`config.mk`:
```
export PLATFORM = sky130hd
export DESIGN_NAME = ipms_cell
export DESIGN_NICKNAME = d
export VERILOG_FILES = /design/src/design/ipms_pkg.sv /design/src/design/ipms_cell.sv
export SDC_FILE = /design/constraint.sdc
export NUM_CORES = 1
export LEC_CHECK = 0
export BUFFER_PORTS_ARGS = -buffer_cell sky130_fd_sc_hd__buf_2
export CORE_ASPECT_RATIO = 0.75
export CORE_MARGIN = 3
export CORE_UTILIZATION = 35
export CTS_BUF_LIST = sky130_fd_sc_hd__clkbuf_4 sky130_fd_sc_hd__clkbuf_8
export CTS_CLUSTER_SIZE = 12
export DETAILED_ROUTE_END_ITERATION = 16
export GPL_TIMING_DRIVEN = 0
export PLACE_DENSITY_LB_ADDON = 0.15
export SYNTH_ARGS = -nofsm -noshare
export SYNTH_HDL_FRONTEND = slang
export SYNTH_SLANG_ARGS = --single-unit
```
`constraint.sdc`:
```
create_clock -name clk -period 7.7 [get_ports clk]
set_input_delay 0 -clock clk [delete_from_list [all_inputs] [get_ports clk]]
set_output_delay 0 -clock clk [all_outputs]
set_load 0.02 [all_outputs]
```
`src/design/ipms_pkg.sv`:
```
`timescale 1ns / 1ps
// Package for the integer pair move search core: sizes, codes, word types
// and the step table of the move cells. No dependencies.
package ipms_pkg;

  localparam int MAX_VARS   = 64;
  localparam int MAX_ROWS   = 64;
  localparam int VAR_W      = $clog2(MAX_VARS);
  localparam int ROW_W      = $clog2(MAX_ROWS);
  localparam int CNT_W      = 7;
  localparam int COEF_AW    = ROW_W + VAR_W;
  localparam int COEF_DEPTH = MAX_ROWS * MAX_VARS;
  localparam int N_CELLS    = 8;
  localparam int CELL_W     = $clog2(N_CELLS);
  localparam int ONE_Q16    = 65536;

  // request codes
  typedef enum logic [1:0] {
    REQ_COEF  = 2'd0,
    REQ_ROW   = 2'd1,
    REQ_VAR   = 2'd2,
    REQ_START = 2'd3
  } req_t;

  // configuration register indexes
  localparam logic [1:0] CFG_VARS = 2'd0;
  localparam logic [1:0] CFG_ROWS = 2'd1;
  localparam logic [1:0] CFG_TOL  = 2'd2;

  // signed step codes
  localparam logic signed [1:0] STEP_NEG  = -2'sd1;
  localparam logic signed [1:0] STEP_ZERO = 2'sd0;
  localparam logic signed [1:0] STEP_POS  = 2'sd1;

  // per-variable data word
  typedef struct packed {
    logic signed [31:0] cost;
    logic signed [31:0] value;
    logic signed [31:0] lower;
    logic signed [31:0] upper;
  } var_t;

  // per-row data word
  typedef struct packed {
    logic signed [31:0] rhs;
    logic signed [31:0] act;
  } row_t;

  // row word that travels down the cell chain
  typedef struct packed {
    logic               valid;
    logic signed [31:0] ai;
    logic signed [31:0] aj;
    logic signed [31:0] rhs;
    logic signed [31:0] act;
  } rowword_t;

  // cell k covers step pair k in scan order, (0,0) left out
  function automatic logic signed [1:0] cell_step_i(input logic [CELL_W-1:0] k);
    logic signed [1:0] s;
    if (k < CELL_W'(3)) s = STEP_NEG;
    else if (k < CELL_W'(5)) s = STEP_ZERO;
    else s = STEP_POS;
    return s;
  endfunction

  function automatic logic signed [1:0] cell_step_j(input logic [CELL_W-1:0] k);
    logic signed [1:0] s;
    case (k)
      3'd0, 3'd3, 3'd5: s = STEP_NEG;
      3'd1, 3'd6:       s = STEP_ZERO;
      default:          s = STEP_POS;
    endcase
    return s;
  endfunction

  // v times a step of -1, 0 or +1
  function automatic logic signed [32:0] step_term(input logic signed [31:0] v,
                                                   input logic signed [1:0] s);
    logic signed [32:0] t;
    if (s == STEP_POS) t = 33'(v);
    else if (s == STEP_NEG) t = -33'(v);
    else t = '0;
    return t;
  endfunction

  // new value stays within bounds
  function automatic logic bound_ok(input var_t v, input logic signed [1:0] s);
    logic signed [33:0] nv;
    nv = 34'(v.value) + 34'(step_term(32'(ONE_Q16), s));
    return (nv >= 34'(v.lower)) && (nv <= 34'(v.upper));
  endfunction

endpackage

```
`src/design/ipms_cell.sv`:
```
`timescale 1ns / 1ps
// Move cell: holds one step pair's delta and feasibility for the current
// variable pair, checks each passing row word. Depends on ipms_pkg.
module ipms_cell
  import ipms_pkg::*;
(
  input  logic               clk,
  input  logic               rst,
  input  logic signed [1:0]  step_i,
  input  logic signed [1:0]  step_j,
  input  logic               load,
  input  var_t               var_i,
  input  var_t               var_j,
  input  logic [15:0]        tol,
  input  rowword_t           word_in,
  output rowword_t           word_out,
  output logic               ok,
  output logic signed [33:0] delta
);

  logic               touched;
  logic signed [34:0] lhs;
  logic signed [34:0] lim;
  logic               row_fail;

  // row check: activity + change against rhs + tolerance
  always_comb begin
    touched = (step_i != STEP_ZERO && word_in.ai != '0) ||
              (step_j != STEP_ZERO && word_in.aj != '0);
    lhs = 35'(word_in.act) + 35'(step_term(word_in.ai, step_i)) +
          35'(step_term(word_in.aj, step_j));
    lim = 35'(word_in.rhs) + 35'(signed'({1'b0, tol}));
    row_fail = word_in.valid && touched && (lhs > lim);
  end

  // candidate state; the delta sum needs one bit over the result field
  always_ff @(posedge clk) begin
    if (load) begin
      ok    <= bound_ok(var_i, step_i) && bound_ok(var_j, step_j);
      delta <= 34'(step_term(var_i.cost, step_i)) + 34'(step_term(var_j.cost, step_j));
    end else if (row_fail) begin
      ok <= 1'b0;
    end
  end

  // hand the row word to the next cell
  always_ff @(posedge clk) begin
    if (rst) begin
      word_out.valid <= 1'b0;
    end else begin
      word_out.valid <= word_in.valid;
    end
    word_out.ai  <= word_in.ai;
    word_out.aj  <= word_in.aj;
    word_out.rhs <= word_in.rhs;
    word_out.act <= word_in.act;
  end

endmodule

```
---- Yosys cells after proc, flatten, opt, wreduce, memory -nomap -nowiden ----
Index checks and enable logic that the tools add are counted.
word-level totals
  register bits after elaboration ......... 164
  input bits .............................. 408
  output and inout bits ................... 164
  logic and storage cells ................. 57
operators by class
  $add $sub $neg .......................... 10
  magnitude comparators ................... 5
  eq/ne operators ......................... 4
  multiplexer cells ....................... 18
  reduce and logical (&&, ||, !) cells .... 13
operator list
  cell                                                                    number
  33-bit two-way mux                                                      16
  32-bit negation with 33-bit output                                      4
  32-bit by 33-bit adder with 34-bit output                               3
  34-bit by 32-bit >= comparator with 1-bit output                        2
  34-bit by 32-bit <= comparator with 1-bit output                        2
  32-bit nonzero test                                                     2
  34-bit by 33-bit adder with 35-bit output                               1
  35-bit by 33-bit > comparator with 1-bit output                         1
  33-bit by 33-bit adder with 34-bit output                               1
  32-bit by 17-bit adder with 33-bit output                               1
  1-bit logical AND                                                       7
  2-bit nonzero test                                                      3
  2-bit by 1-bit equality test with 1-bit output (second input constant)  2
  2-bit equality test (second input constant)                             2
  1-bit two-way mux                                                       2
  1-bit logical OR                                                        1

---- Longest topological paths before layout ----
  depth in word-level cells ............... 9
  gate-level depth with buffers ........... 28
  mapped depth without buffers ............ 27

---- Worst setup path before layout ----
No wires, ideal clock.
  kind .................................... input port to flip-flop
  start point ............................. in word_in[98] (netlist bit)
  end point ............................... reg ok, enable pin
  setup time .............................. 0.243 ns
  arrival time ............................ 5.627 ns
  required time ........................... 7.457 ns
  path slack .............................. 1.831 ns
  stages .................................. 27
  path buffers ............................ 1
  path through ............................ or3_4 or4_4 or3_4 nand2b_4 o31ai_1 xnor2_1 nand2_1 fa_1 inv_1 ha_1 clkbuf_1 a21o_1 a2111oi_0 nand3_1 a311oi_1 or2_2 o21ai_0 xor2_1 ha_1 a21o_1 a21o_1 a21o_1 a21oi_1 o21ai_0 a2111oi_0 o21ai_0 a31o_1
between the ends
  longest elaborated chain between the ends .. 8
  elaborated cells between the ends (all ways) .. 12
  classes of those cells .................. 3 x add/sub; 1 x order compare; 2 x mux; 6 x reduce/logical
ends and longest elaborated chain
  element                                          line             source
  from (decl)                                      ipms_cell.sv:15  input rowword_t word_in,
  32-bit negation with 33-bit output               ipms_pkg.sv:82   else if (s == STEP_NEG) t = -33'(v);
  33-bit two-way mux                               ipms_pkg.sv:82
  33-bit two-way mux                               ipms_pkg.sv:81   if (s == STEP_POS) t = 33'(v);
  32-bit by 33-bit adder with 34-bit output        ipms_cell.sv:30  lhs = 35'(word_in.act) + 35'(step_term(word_in.ai, step_i)) +
  34-bit by 33-bit adder with 35-bit output        ipms_cell.sv:30
  35-bit by 33-bit > comparator with 1-bit output  ipms_cell.sv:33  row_fail = word_in.valid && touched && (lhs > lim);
  1-bit logical AND (*)                            ipms_cell.sv:33
  2-bit nonzero test (no source line) (*)          -
  to (signal assigned)                             ipms_cell.sv:39  ok <= bound_ok(var_i, step_i) && bound_ok(var_j, step_j);
  to (decl)                                        ipms_cell.sv:17  output logic ok,
Every way passes the cells marked *; elsewhere a longest branch is shown, timed or not.
A chain may end at the register's enable or synchronous reset.

---- Final worst setup path ----
Same ends and word-level chain as after synthesis.

==> impl_metrics.csv <==
group,metric,value,unit
cells_and_area,final_common_cell,"buf_2",
detailed_routing,ant_nets,0,
detailed_routing,routed-via-count,18400,
grt,overflow,0,
detailed_routing,first_pass_iters,5,
cells_and_area,final_area,0.0233,sq mm
floorplanning,die-area,0.0539,sq mm
grt,grt_busiest_layer,"met2",
synthesis,syn_inst,2136,
clock_tree,clk_path_buf_depth,2,
power,p_leak,12.0,nW
floorplanning,rows,71,
timing,rsz0062_at_grt,"no",
worst_setup_path,cp-end-kind,"flop",
timing,tightest_slew,1.09,ns
synthesis,ys_seq_area_share,20.3,%
worst_setup_path,worst_ep_arrival_time,7.64,ns
grt,met2_usage,39.0,%
detailed_routing,drt_iter0_markers,1168,
timing,post-route-period-util,95.5,%
cells_and_area,n_fill_cell,5023,
floorplanning,num_io_pins,572,
power,p_per_area,154,mW/mm^2
placement,place_congestion,0.902,
synthesis,ys.flop_type,"dfxtp_1",
timing,hold_viol_final,0,
worst_setup_path,slowest_stage,"a2111oi_1",
timing,slew_viol_final,0,
clock_tree,cts-root-buf,"clkbuf_8",
grt,grt.total_usage,24.6,%
synthesis,synth.distinct_cells,79,
synthesis,synth-seq-cells,164,
floorplanning,start_util,35.6,%
timing,period_needed,7.36,ns
cells_and_area,multi_input_area,0.0131,sq mm
placement,dp_hpwl,56.5,mm
detailed_routing,wirelength,67.6,mm
worst_setup_path,crit_path_max_fanout,7,
cells_and_area,syn_to_final_growth,30.5,%
clock_tree,cts_buffers,17,
clock_tree,htreeDepth,4,
clock_tree,cts.reportedPaths.clkPinSlew,0.10,ns
worst_hold_path,hp-class,"in -> reg",
grt,grt_pass1_vias,18300,
synthesis,synth_area_per_cell,8.37,sq um
placement,port_buffers,569,
run,drv_cap,0,
floorplanning,core_area,0.0503,sq mm
timing,setup_viol_count_final,0,
clock_tree,clkSinkCount,164,
floorplanning,die_y,202,microns
grt,grt_pass1_wl,102,mm
cells_and_area,drive_gt1_share,22.2,%
grt,antenna_found_initial,19,
detailed_routing,drcViolationCount,0,
floorplanning,die_x,267,microns
timing,fmax,136,MHz
synthesis,syn_area,0.0179,sq mm
placement,placed_area,0.0216,sq mm
clock_tree,cts_tree,"done",
detailed_routing,routedWlPerCell,19.1,microns
grt,grt_start_max_net_pins,37,
synthesis,synthArstFlopShare,0,%
synthesis,synth_warnings,0,
synthesis,syn_nets,2871,
grt,grt_use_met3,4.45,%
run_status,status,"finished, final reports clean",
cells_and_area,final_cells,3538,
cells_and_area,nets,3590,
cells_and_area,seqCellArea,0.00363,sq mm
worst_setup_path,critical_path_required,7.99,ns
detailed_routing,vias_per_cell,5.19,
worst_setup_path,start_kind,"primary input",
cells_and_area,mostFrequentLayoutCells,"569 x buf_2, 289 x ha_1, 271 x inv_1",
clock_tree,postCtsSetupRepairBufs,0,
timing,slew_headroom,26.7,%
grt,met1_usage,34.3,%
worst_setup_path,cp_common_cell,"a21o_1",
worst_setup_path,slowest_delay,0.62,ns
placement,dp_cells,3362,
worst_setup_path,critical_path_class,"in -> reg",
timing,setup_tns,0,ns
synthesis,synth_edf_count,35,
power,max-vdd-ir-drop,0.126,mV
worst max-delay path, delay by kind of cell:
family / cells / cell delay (ns)
and+or+nand+nor: 7 / 2.03
buffers and inverters: 4 / 0.91
adders and majority gates: 3 / 1.00
xor gates and xnor gates: 2 / 0.34
AOI/OAI and AO/OA: 13 / 3.36
final cells by class:
type,instances,area share (%)
Clock buffer,18,1.03
Multi-Input combinational cell,1667,56.3
Timing Repair Buffer,700,17.8
Inverter,271,4.36
Tap cell,657,3.52
Sequential cell,164,15.6
Buffer,34,0.552
Clock inverter,14,0.692
Antenna cell,13,0.139
logic make-up after synthesis:
group                      share of synthesized area [%]
adders and majority gates                           24.5
muxes                                              0.280
buffers and inverters                               6.40
xor gates and xnor gates                            11.1
DFF                                                 20.3
and+or+nand+nor                                     16.4
AOI/OAI and AO/OA                                   21.0
stage by stage:
step	setup WS, ns	hold WS [ns]	power [W]	utilization (%)
5_1_grt	0.00936	0.0631	0.00388	46.4
3_5_place_dp	-0.721	0.119	0.00282	42.9
2_1_floorplan	1.83	0.0277	0.00223	-
4_1_cts	0.0325	0.0293	0.00360	46.3
3_3_place_gp	-0.701	0.120	0.00279	42.9
6_report	0.344	0.0722	0.00359	46.4
repair_timing:
item,4_1_cts,5_1_grt
endpoints found under the hold margin,130,0
hold buffers,131,0
gates resized for setup,1,9
endpoints found under the setup margin,1,1
cells in the mapped netlist, drive strengths merged, types with 5 or more instances:
cell type  number  area [sq um]
nand4          49           307
xnor2         178          1560
edfxtp         35          1050
fa             38           761
mux2i           5          50.1
a31oi          19           119
and3           23           144
xor2           49           429
or4            12          93.8
nand3          26           130
clkbuf         32           120
dfxtp         129          2580
a2111oi         7          67.6
nor3           14          80.1
a21boi         13          97.6
o21a           12          90.1
nor2           76           285
ha            289          3620
a211oi          9          67.6
or3            25           176
nor4           19           155
and2           65           407
o41ai          24           270
nor2b          22           138
inv           271          1020
nand2         160           601
a21o          112           841
o21bai         19           143
and4           10          87.6
o31ai          36           289
o21ai         109           546
o211ai          8          60.1
or2            11          71.3
a21oi         150           751
nand2b         20           140
o31a            5          43.8
path summary, 6_finish.rpt:
kind | from | endpoint | slack (ns) | cells past startpoint
worst max-delay path | word_in[98] | ok$_SDFFCE_PN0P_ | 0.34 | 29
worst min-delay path | word_in[128] | ok$_SDFFCE_PN0P_ | 0.07 | 3
routing by layer:
metal  vias up  wire (microns)
li1       9036               -
met2       639           30000
met5         -              30
met1      8600           31800
met4         6            1280
met3        84            4440
report_power, final:
part	internal (W)	switching, W
logic	0.000815	0.00110
clock network	0.000302	0.000401
registers	0.000956	0.0000200
total	0.00207	0.00152
sequential cells by signal, summed over array words and instances, names as in the netlist:
register	flops
ok	1
delta	34
word_out	129
No activity file was read; power rests on OpenSTA's default activity.
